--- src/hw/rtl/mavg_pkg.sv ---
// Shared types and constants for the moving average window unit.
// No dependencies; imported by the register block, the divider, the top level and the testbench.
package mavg_pkg;

  localparam int DATA_W    = 16;
  localparam int WSIZE_W   = 5;
  localparam int APB_AW    = 3;
  localparam int APB_DW    = 32;

  localparam logic [WSIZE_W-1:0] WSIZE_RST = 5'd16;

  // Register index, taken from paddr[2]
  typedef enum logic {
    REG_WINDOW_SIZE = 1'b0,
    REG_SIGNED_MODE = 1'b1
  } reg_idx_t;

  typedef struct packed {
    logic [WSIZE_W-1:0] window_size;
    logic               signed_mode;
    logic               wr;          // any register write this cycle
  } cfg_t;

endpackage

--- src/hw/rtl/mavg_ram.sv ---
// Generic single-write, single-read RAM with registered read data.
// No dependencies.
module mavg_ram #(
  parameter int WIDTH = 16,
  parameter int DEPTH = 16,
  localparam int AW = (DEPTH > 1) ? $clog2(DEPTH) : 1
) (
  input  logic             clk,
  input  logic             we,
  input  logic [AW-1:0]    waddr,
  input  logic [WIDTH-1:0] wdata,
  input  logic             re,
  input  logic [AW-1:0]    raddr,
  output logic [WIDTH-1:0] rdata
);

  logic [WIDTH-1:0] mem [DEPTH];

  always_ff @(posedge clk) begin
    if (we) begin
      mem[waddr] <= wdata;
    end
    if (re) begin
      rdata <= mem[raddr];
    end
  end

endmodule

--- src/hw/rtl/mavg_cfg.sv ---
// APB register block: window_size and signed_mode.
// Depends on mavg_pkg.
module mavg_cfg (
  input  logic                       clk,
  input  logic                       rst,
  input  logic                       psel,
  input  logic                       penable,
  input  logic                       pwrite,
  input  logic [mavg_pkg::APB_AW-1:0] paddr,
  input  logic [mavg_pkg::APB_DW-1:0] pwdata,
  output logic [mavg_pkg::APB_DW-1:0] prdata,
  output logic                       pready,
  output mavg_pkg::cfg_t             cfg
);
  import mavg_pkg::*;

  logic [WSIZE_W-1:0] window_size;
  logic               signed_mode;
  logic               wr_en;
  reg_idx_t           idx;

  // low address bits are not decoded
  assign idx    = reg_idx_t'(paddr[2]);
  assign pready = 1'b1;
  assign wr_en  = psel && penable && pwrite && pready;

  always_ff @(posedge clk) begin
    if (rst) begin
      window_size <= WSIZE_RST;
      signed_mode <= 1'b0;
    end else if (wr_en) begin
      unique case (idx)
        REG_WINDOW_SIZE: window_size <= pwdata[WSIZE_W-1:0];
        REG_SIGNED_MODE: signed_mode <= pwdata[0];
      endcase
    end
  end

  always_comb begin
    unique case (idx)
      REG_WINDOW_SIZE: prdata = APB_DW'(window_size);
      REG_SIGNED_MODE: prdata = APB_DW'(signed_mode);
    endcase
  end

  assign cfg.window_size = window_size;
  assign cfg.signed_mode = signed_mode;
  assign cfg.wr          = wr_en;

endmodule

--- src/hw/rtl/mavg_div.sv ---
// Bit-serial restoring divider: signed sum by unsigned count, truncating toward zero.
// Depends on mavg_pkg for the result width.
module mavg_div #(
  parameter int SUM_W = 21,
  parameter int CNT_W = 5
) (
  input  logic                        clk,
  input  logic                        rst,
  input  logic                        start,
  input  logic signed [SUM_W-1:0]     sum,
  input  logic [CNT_W-1:0]            divisor,
  output logic                        busy,
  output logic [mavg_pkg::DATA_W-1:0] quotient
);
  import mavg_pkg::*;

  localparam int STEP_W = $clog2(SUM_W);

  logic [SUM_W-1:0]  dvd;     // dividend shifts out, quotient shifts in
  logic [CNT_W-1:0]  rem;
  logic [CNT_W-1:0]  dsr;
  logic              neg;
  logic [STEP_W-1:0] step;
  logic [CNT_W:0]    trial;
  logic              ge;
  logic [CNT_W:0]    diff;

  assign trial = {rem, dvd[SUM_W-1]};
  assign ge    = trial >= {1'b0, dsr};
  assign diff  = trial - {1'b0, dsr};

  always_ff @(posedge clk) begin
    if (rst) begin
      busy <= 1'b0;
    end else if (start) begin
      busy <= 1'b1;
      neg  <= sum[SUM_W-1];
      dvd  <= sum[SUM_W-1] ? SUM_W'(-sum) : SUM_W'(sum);
      rem  <= '0;
      dsr  <= divisor;
      step <= STEP_W'(SUM_W - 1);
    end else if (busy) begin
      rem <= ge ? diff[CNT_W-1:0] : trial[CNT_W-1:0];
      dvd <= {dvd[SUM_W-2:0], ge};
      if (step == '0) begin
        busy <= 1'b0;
      end else begin
        step <= step - 1'b1;
      end
    end
  end

  assign quotient = neg ? DATA_W'(-dvd[DATA_W-1:0]) : dvd[DATA_W-1:0];

  a_div_nonzero: assert property (@(posedge clk) disable iff (rst)
    busy |-> (dsr != '0))
    else $error("divide by zero count");

  a_start_busy: assert property (@(posedge clk) disable iff (rst)
    start |=> busy)
    else $error("divider did not start");

  a_rem_bound: assert property (@(posedge clk) disable iff (rst)
    busy |-> (rem < dsr))
    else $error("partial remainder not below divisor");

endmodule

--- src/hw/rtl/moving_average_window_unit.sv ---
// Moving average over a ring of recent samples, one result beat per input beat.
// Each sample beat steps through S_READ, S_START, S_DIV and S_DONE; S_DIV waits on the
// bit-serial divider (one quotient bit per cycle). A clear beat goes straight to S_DONE.
// One beat in flight: a new beat is taken only in S_IDLE; output stalls hold S_DONE.
// Reset (rst, synchronous): window empty, sum, position and count zero, window_size 16.
// Depends on mavg_pkg, mavg_cfg, mavg_ram, mavg_div.
module moving_average_window_unit #(
  parameter int MAX_WINDOW = 16,
  localparam int CNT_W = $clog2(MAX_WINDOW + 1)
) (
  input  logic                        clk,
  input  logic                        rst,
  input  logic                        psel,
  input  logic                        penable,
  input  logic                        pwrite,
  input  logic [mavg_pkg::APB_AW-1:0] paddr,
  input  logic [mavg_pkg::APB_DW-1:0] pwdata,
  output logic [mavg_pkg::APB_DW-1:0] prdata,
  output logic                        pready,
  input  logic                        in_valid,
  output logic                        in_ready,
  input  logic [mavg_pkg::DATA_W-1:0] sample,
  input  logic                        clear,
  output logic                        out_valid,
  input  logic                        out_ready,
  output logic [mavg_pkg::DATA_W-1:0] average,
  output logic [CNT_W-1:0]            sample_count
);
  import mavg_pkg::*;

  localparam int POS_W = (MAX_WINDOW > 1) ? $clog2(MAX_WINDOW) : 1;
  localparam int SUM_W = DATA_W + 1 + $clog2(MAX_WINDOW);
  localparam int CMP_W = 9;

  typedef enum logic [2:0] {
    S_IDLE,
    S_READ,
    S_START,
    S_DIV,
    S_DONE
  } state_t;

  state_t                   state;
  cfg_t                     cfg;
  logic signed [SUM_W-1:0]  sum;
  logic [POS_W-1:0]         wpos;
  logic [CNT_W-1:0]         vcount;
  logic [POS_W-1:0]         pos;
  logic [DATA_W-1:0]        samp;
  logic                     full;
  logic                     res_clr;

  logic [WSIZE_W-1:0]       ws1;
  logic [CNT_W-1:0]         size_eff;
  logic [POS_W-1:0]         pos_cur;
  logic [CNT_W-1:0]         pos_inc;
  logic [POS_W-1:0]         pos_nxt;
  logic                     accept;
  logic [DATA_W-1:0]        rdata;
  logic signed [SUM_W-1:0]  new_val;
  logic signed [SUM_W-1:0]  old_val;
  logic signed [SUM_W-1:0]  sum_next;
  logic                     div_busy;
  logic [DATA_W-1:0]        quot;

  mavg_cfg u_cfg (
    .clk, .rst, .psel, .penable, .pwrite, .paddr, .pwdata, .prdata, .pready, .cfg
  );

  // window size: zero reads as one, saturates at the built depth
  assign ws1 = (cfg.window_size == '0) ? WSIZE_W'(1) : cfg.window_size;
  assign size_eff = (CMP_W'(ws1) > CMP_W'(MAX_WINDOW)) ? CNT_W'(MAX_WINDOW)
                                                       : CNT_W'(ws1);

  assign pos_cur = (CNT_W'(wpos) >= size_eff) ? '0 : wpos;
  assign pos_inc = CNT_W'(pos) + CNT_W'(1);
  assign pos_nxt = (pos_inc >= size_eff) ? '0 : POS_W'(pos_inc);

  assign in_ready = (state == S_IDLE);
  assign accept   = in_valid && in_ready;

  mavg_ram #(.WIDTH(DATA_W), .DEPTH(MAX_WINDOW)) u_ring (
    .clk,
    .we    (state == S_READ),
    .waddr (pos),
    .wdata (samp),
    .re    (accept && !clear),
    .raddr (pos_cur),
    .rdata (rdata)
  );

  always_comb begin
    new_val = cfg.signed_mode ? SUM_W'($signed(samp)) : SUM_W'($signed({1'b0, samp}));
    if (!full) begin
      old_val = '0;
    end else if (cfg.signed_mode) begin
      old_val = SUM_W'($signed(rdata));
    end else begin
      old_val = SUM_W'($signed({1'b0, rdata}));
    end
    sum_next = sum + new_val - old_val;
  end

  mavg_div #(.SUM_W(SUM_W), .CNT_W(CNT_W)) u_div (
    .clk,
    .rst,
    .start    (state == S_START),
    .sum      (sum),
    .divisor  (vcount),
    .busy     (div_busy),
    .quotient (quot)
  );

  always_ff @(posedge clk) begin
    if (rst) begin
      state     <= S_IDLE;
      out_valid <= 1'b0;
      sum       <= '0;
      wpos      <= '0;
      vcount    <= '0;
    end else begin
      if (out_valid && out_ready) begin
        out_valid <= 1'b0;
      end
      if (cfg.wr) begin
        sum    <= '0;
        wpos   <= '0;
        vcount <= '0;
      end
      unique case (state)
        S_IDLE: begin
          if (in_valid) begin
            if (clear) begin
              sum     <= '0;
              wpos    <= '0;
              vcount  <= '0;
              res_clr <= 1'b1;
              state   <= S_DONE;
            end else begin
              samp    <= sample;
              pos     <= pos_cur;
              full    <= (vcount >= size_eff);
              res_clr <= 1'b0;
              state   <= S_READ;
            end
          end
        end
        S_READ: begin
          // ring data for the oldest entry arrives this cycle
          sum  <= sum_next;
          wpos <= pos_nxt;
          if (!full) begin
            vcount <= vcount + 1'b1;
          end
          state <= S_START;
        end
        S_START: state <= S_DIV;
        S_DIV: begin
          if (!div_busy) begin
            state <= S_DONE;
          end
        end
        S_DONE: begin
          if (!out_valid || out_ready) begin
            out_valid    <= 1'b1;
            average      <= res_clr ? '0 : quot;
            sample_count <= vcount;
            state        <= S_IDLE;
          end
        end
      endcase
    end
  end

  a_one_in_flight: assert property (@(posedge clk) disable iff (rst)
    accept |=> !in_ready)
    else $error("second beat taken while one is in flight");

  a_count_bound: assert property (@(posedge clk) disable iff (rst)
    vcount <= size_eff)
    else $error("valid count exceeds window size");

  a_sample_counts: assert property (@(posedge clk) disable iff (rst)
    accept && !clear |-> ##2 (vcount != '0))
    else $error("count not advanced after sample beat");

  a_empty_avg: assert property (@(posedge clk) disable iff (rst)
    out_valid && (sample_count == '0) |-> (average == '0))
    else $error("nonzero average with empty window");

endmodule

--- config.mk ---
export PLATFORM = sky130hd
export DESIGN_NAME = moving_average_window_unit
export DESIGN_NICKNAME = d
export VERILOG_FILES = /design/src/hw/rtl/mavg_pkg.sv /design/src/hw/rtl/mavg_ram.sv /design/src/hw/rtl/mavg_cfg.sv /design/src/hw/rtl/mavg_div.sv /design/src/hw/rtl/moving_average_window_unit.sv
export SDC_FILE = /design/constraint.sdc
export NUM_CORES = 1
export LEC_CHECK = 0
export ABC_AREA = 1
export BUFFER_PORTS_ARGS = -buffer_cell sky130_fd_sc_hd__buf_4
export CAP_MARGIN = 30
export CORE_MARGIN = 8
export CORE_UTILIZATION = 36
export CTS_CLUSTER_SIZE = 8
export DETAILED_ROUTE_END_ITERATION = 10
export PLACE_DENSITY = 0.59
export RECOVER_POWER = 100
export SLEW_MARGIN = 15
export SYNTH_ARGS = -nofsm -noshare
export SYNTH_HDL_FRONTEND = slang
export SYNTH_HIERARCHICAL = 1
export SYNTH_SLANG_ARGS = --single-unit
--- constraint.sdc ---
create_clock -name clk -period 4.4 [get_ports clk]
set_clock_uncertainty 0.2 [all_clocks]
set_input_delay 1.32 -clock clk [delete_from_list [all_inputs] [get_ports clk]]
set_output_delay 1.32 -clock clk [all_outputs]
set_load 0.01 [all_outputs]
==> results.yml, run 1 <==
run_status:
  status: "finished with violations"
  failed_checks: "max-capacitance violations, max-slew violations"
final_layout:
  nFillCells: 5487
  area_growth_pct: 12.2
  fin_cells: 3077
  fin_util_pct: 40.6
  drive_above_1_share_pct: 7.50
  nets: 2426
  n_antenna_cell: 0
yosys:
  synth.avg_cell_area_um2: 9.14
  synth_edf_count: 352
  synth-main-ff-cell: "edfxtp_1"
  synth_compound_area_share_pct: 4.07
  yosysSeqAreaShare_pct: 56.1
  synth_top_family_by_area: "simple AND/OR/NAND/NOR gates"
  synthMuxAreaShare_pct: 0
  ys_types: 49
  syn_inst: 2222
  ys_ff_latch: 393
  synth-async-reset-ratio_pct: 0
  synthXorXnorAreaFrac_pct: 0.949
  yosys.area_share.adder_pct: 4.84
  ys_warn_count: 6
  synthSimpleGateAreaFrac_pct: 22.6
  synth_area_um2: 20300
clock_network:
  cts_max_path_buffers: 3
  cts_tree: "yes"
  cts_resized: 0
  htree_levels: 2
  cts_buffers: 55
  clkTransAtPathRegs_ps: 50
  clockRootBuffer: "clkbuf_16"
  postCtsSetupBuffers: 0
  worstSkewPairLatency_ps: 620
  hold_buffers: 0
  cts.sinks: 393
routing:
  wl_per_cell_um: 15.9
  drcViolationCount: 0
  drtAntennaViolNets: 0
  via_count: 14400
  drt_iter0_drc: 918
  routed_wirelength_um: 48800
  vias_per_cell: 4.68
  dr.pass1.iters: 5
pwr:
  total_leakage_power_nw: 9.92
  power_density_nw_per_um2: 420
  ir_drop_mv: 0.463
placement:
  place_ws_ps: 656
  hpwl_um: 31500
  dp.cells: 2999
  globalplace.congestion: 0.891
  portBuffers: 57
setup_path:
  cpMaxStageDelayCell: "clkbuf_1"
  cp-start-kind: "flop"
  arrival_ps: 4000
  worstPathMaxFanout: 25
  critical_path_class: "flop to flop"
  crit_chain: "inv_1 > nand3_1 > inv_1 > nand3_1 > nor2_2 > clkbuf_1"
  end_kind: "flop"
  cp.required_ps: 4390
  max_stage_delay_ps: 1090
flow_run:
  maxCapViolCount: 5
die:
  die-area_um2: 64300
  die_h_um: 254
  core_area_um2: 56100
  die_w_um: 254
  num_io_pins: 115
  start_util_pct: 36.2
  num_rows: 87
sta:
  finalHoldViolations: 0
  hold_ws_ps: 264
  max_slew.worst_pin.slew_ps: 2450
  tns_ps: 0
  setup_violations: 0
  slew_viol_final: 71
  fin_crit_sh_pct: 91.1
  finalCriticalPeriod_ps: 4010
  setup_ws_ps: 392
  rsz0062_at_grt: "false"
  max_freq_mhz: 250
  slew_headroom_pct: -63.6
global_route:
  grt_pass1_vias: 14000
  grt_max_degree: 65
  grt-ovfl-total: 0
  grt_pass1_wl_um: 75500
  antenna_found_initial: 0
  track_usage_pct: 15.0
hold_path:
  hold_class: "flop to flop"
==> power by group <==
part	internal, mW	switching [mW]
sequential	4.20	0.109
clock	2.26	1.56
combinational	0.482	0.973
==> synthesized netlist by cell type, types with 13 or more instances <==
cell        n  area (µm²)
a21oi_1    44         220
a21oi_2    21         184
buf_2      26         130
buf_4      50         375
clkbuf_1   18        67.6
dfxtp_1    41         821
edfxtp_1  352       10600
fa_1       21         420
ha_1       45         563
inv_1     431        1620
nand2_1   590        2210
nand2_2    27         169
nand3_1   277        1390
nor2_1    116         435
o21ai_0    28         140
xor2_1     13         114
==> metrics by stage <==
step                      instance area (µm²)  power (mW)
final                                   22800        9.58
after CTS                               23100        9.71
after floorplan                         20400        5.47
after global routing                    22800        10.0
after detailed placement                21600        5.86
after global placement                  21600        5.83
==> sequential cells by signal, summed over array words and instances, names as in the netlist, 3 cells and up <==
signal	flops
u_ring/mem	256
sum	21
u_div/dvd	21
average	16
samp	16
u_ring/rdata	16
sample_count	5
u_cfg/window_size	5
u_div/dsr	5
u_div/rem	5
u_div/step	5
vcount	5
pos	4
wpos	4
state	3
==> kinds of logic (layout without fill, tap and decap cells) <==
logic type	Yosys count	in the layout
simple gates	1064	1064
xor+xnor	22	22
compound gates	133	133
other cells	2	28
flops	393	393
buf+inv	542	615
fa+ha+maj	66	66
==> final timing paths <==
check | from | to | slack [ps] | depth (start not counted)
setup reg to reg | state[2] | u_ring/mem[2][4] | 390 | 6
hold reg to reg | wpos[0] | wpos[0] | 260 | 2
setup / recovery | state[2] | u_ring/mem[2][4] | 390 | 6
hold / removal | wpos[0] | wpos[0] | 260 | 2
==> placed cells by master, fill, tap and decap left out, types with 3 or more instances in the layout <==
cell type / instances
o21ai_1: 5
nor2_1: 112
a21oi_2: 16
o21a_1: 4
and2_1: 3
dfxtp_1: 41
clkbuf_4: 9
conb_1: 28
clkbuf_2: 8
o21bai_1: 7
clkbuf_1: 73
fa_1: 21
nand2_2: 24
o21ai_0: 35
buf_4: 20
buf_12: 7
ha_1: 45
nor2_2: 12
nor2_4: 4
xor2_1: 13
nand3_1: 279
xnor2_1: 9
nor3_1: 9
a21oi_1: 49
inv_1: 434
o22ai_1: 3
edfxtp_1: 352
or2_2: 5
nand3b_1: 10
nand4_1: 4
o211ai_1: 5
nand2_1: 594
clkbuf_16: 55
==> critical path, delay by kind of cell, from the launching register on <==
kind / cells / cell delay (ps)
buf+inv: 3 / 2150
flops: 1 / 310
simple gates: 3 / 930
==> layout make-up <==
class                           instances  area [µm²]  area share [%]
Clock buffer                           73        1440            6.34
Clock inverter                          4        88.8           0.390
Inverter                              439        1650            7.26
Multi-Input combinational cell       1313        6660            29.2
Sequential cell                       393       11400            50.0
Tap cell                              756         946            4.15
Timing Repair Buffer                   99         604            2.65
==> layer usage <==
layer	share of wire, %	track usage (%)	vias up
li1	-	-	7183
met5	0	0	-
met3	5.4	2.34	118
met4	4.3	6.97	0
met1	43	18.7	6733
met2	48	25.4	368
(Power assumes the default switching activity.)
==> run 2: changes to the inputs <==
--- a/config.mk
+++ b/config.mk
@@ -12,7 +12,7 @@
 export CORE_UTILIZATION = 36
 export CTS_CLUSTER_SIZE = 8
 export DETAILED_ROUTE_END_ITERATION = 10
-export PLACE_DENSITY = 0.59
+export PLACE_DENSITY = 0.5
 export RECOVER_POWER = 100
 export SLEW_MARGIN = 15
 export SYNTH_ARGS = -nofsm -noshare
==> run 2 against run 1 <==
- the run still ends with max-capacitance violations, max-slew violations left
- critical path depth did not move
- routed wire length increased by 5.5%
- die area unchanged
- fmax is 2.4% lower
- setup slack lost 100 ps
- critical endpoint is now u_ring/mem[13][8]
- highest routed layer unchanged
==> results.yml, run 2 (synthesis results as in run 1) <==
run_status:
  status: "finished with violations"
  failed_checks: "max-capacitance violations, max-slew violations"
setup_path:
  end_kind: "flop"
  cp-start-kind: "flop"
  cp.required_ps: 4400
  r2r-start: "state[2]"
  worstPathMaxFanout: 25
  r2r_cells: 6
  r2r_end: "u_ring/mem[13][8]"
  timing.reg2reg.setup_slack_ps: 290
  arrival_ps: 4110
  critical_path_class: "flop to flop"
die:
  num_rows: 87
  die-area_um2: 64300
  die_w_um: 254
  start_util_pct: 36.2
  num_io_pins: 115
  die_h_um: 254
  core_area_um2: 56100
routing:
  via_count: 14400
  vias_per_cell: 4.67
  drcViolationCount: 0
  dr.pass1.iters: 5
  routed_wirelength_um: 51500
  drt_iter0_drc: 778
  wl_per_cell_um: 16.7
  drtAntennaViolNets: 0
sta:
  slew_viol_final: 37
  max_slew.worst_pin.slew_ps: 1810
  finalCriticalPeriod_ps: 4110
  rsz0062_at_grt: "false"
  setup_violations: 0
  max_freq_mhz: 243
  finalHoldViolations: 0
  tns_ps: 0
  slew_headroom_pct: -20.4
  fin_crit_sh_pct: 93.4
final_layout:
  area_growth_pct: 12.2
  fin_util_pct: 40.7
  largestRegisters: "u_ring/mem x256, sum x21, u_div/dvd x21"
  fin_area_um2: 22800
  multi_input_area_um2: 6620
  n_antenna_cell: 0
  largest_reg_flops: 256
  nFillCells: 5666
  drive_above_1_share_pct: 7.80
  layout_common_cells: "nand2_1 (593), inv_1 (436), edfxtp_1 (352)"
  regArea_um2: 11400
  nets: 2428
  top_register: "u_ring/mem"
  final_common_cell: "nand2_1"
global_route:
  grt_pass1_wl_um: 80000
  antenna_found_initial: 2
  grt_max_degree: 76
  track_usage_pct: 16.0
  grt-ovfl-total: 0
  grt_pass1_vias: 14100
pwr:
  switching_share_pct: 27.4
  power_density_nw_per_um2: 423
  p_seq_share_pct: 44.6
  pwr-share-comb_pct: 14.9
  clkPwrFrac_pct: 40.5
  p_sw_mw: 2.65
  internal_power_mw: 7.00
  ir_drop_mv: 0.310
  total_leakage_power_nw: 9.97
  power.total_mw: 9.65
clock_network:
  cts_tree: "yes"
  htree_levels: 2
  clockRootBuffer: "clkbuf_16"
  cts_buffers: 55
  cts_max_path_buffers: 3
  cts.sinks: 393
  clkTransAtPathRegs_ps: 50
  worstSkewPairLatency_ps: 630
  postCtsSetupBuffers: 0
  hold_buffers: 0
  cts_resized: 0
hold_path:
  hold_class: "flop to flop"
  hold_path_end: "wpos[0]"
  holdPathStages: 2
  worstHoldStart: "wpos[0]"
placement:
  globalplace.congestion: 0.853
  hpwl_um: 33100
  placedInstanceArea_um2: 21600
  portBuffers: 57
flow_run:
  maxCapViolCount: 1
run 2: power groups by stage:
stage | sequential, mW | combinational [mW] | clock [mW]
3_3_place_gp | 4.38 | 1.46 | 0
2_1_floorplan | 4.34 | 1.13 | 0
4_1_cts | 4.31 | 1.48 | 4.02
3_5_place_dp | 4.38 | 1.48 | 0
6_report | 4.31 | 1.44 | 3.91
5_1_grt | 4.32 | 1.64 | 4.16
run 2: area by class of cell:
class / instances / area share, %
Tap cell: 756 / 4.15
Clock inverter: 4 / 0.527
Inverter: 439 / 7.24
Timing Repair Buffer: 101 / 2.70
Multi-Input combinational cell: 1313 / 29.1
Sequential cell: 393 / 50.0
Clock buffer: 71 / 6.35
run 2: per-stage QoR:
step / cells / hold slack, ps / setup slack, ps
6_report: 3077 / 272 / 292
3_5_place_dp: 3001 / 262 / 508
2_1_floorplan: 2248 / 243 / 720
4_1_cts: 3076 / 269 / 436
3_3_place_gp: 3001 / 255 / 509
5_1_grt: 3077 / 306 / 77.0
run 2: layer usage:
| metal | wire, µm | GRT usage (%) | vias to the layer above | share of wire, % |
|---|---|---|---|---|
| li1 | - | - | 7173 | - |
| met1 | 23200 | 20.6 | 6868 | 45 |
| met2 | 24800 | 27.2 | 243 | 48 |
| met3 | 1830 | 2.27 | 100 | 3.6 |
| met4 | 1690 | 6.11 | 0 | 3.3 |
| met5 | 0 | 0 | - | 0 |
run 2: worst max-delay path, cell delays in order (launching register included):
cell and delay [ps]:
dfxtp_1 300, inv_1 110, nand3_1 480, inv_1 900
nand2_1 330, nor2_1 790, clkbuf_2 560
run 2: how the worst max path moves through the flow:
stage / from / to / slack, ps / cells past startpoint
floorplan: in_valid / full / 720 / 4
CTS: u_cfg/window_size[0] / u_ring/rdata[2] / 440 / 15
global route: state[2] / u_ring/mem[13][8] / 80 / 6
finish: state[2] / u_ring/mem[13][8] / 290 / 6
detailed placement: u_cfg/window_size[0] / u_ring/rdata[2] / 510 / 16
global placement: u_cfg/window_size[0] / u_ring/rdata[2] / 510 / 15
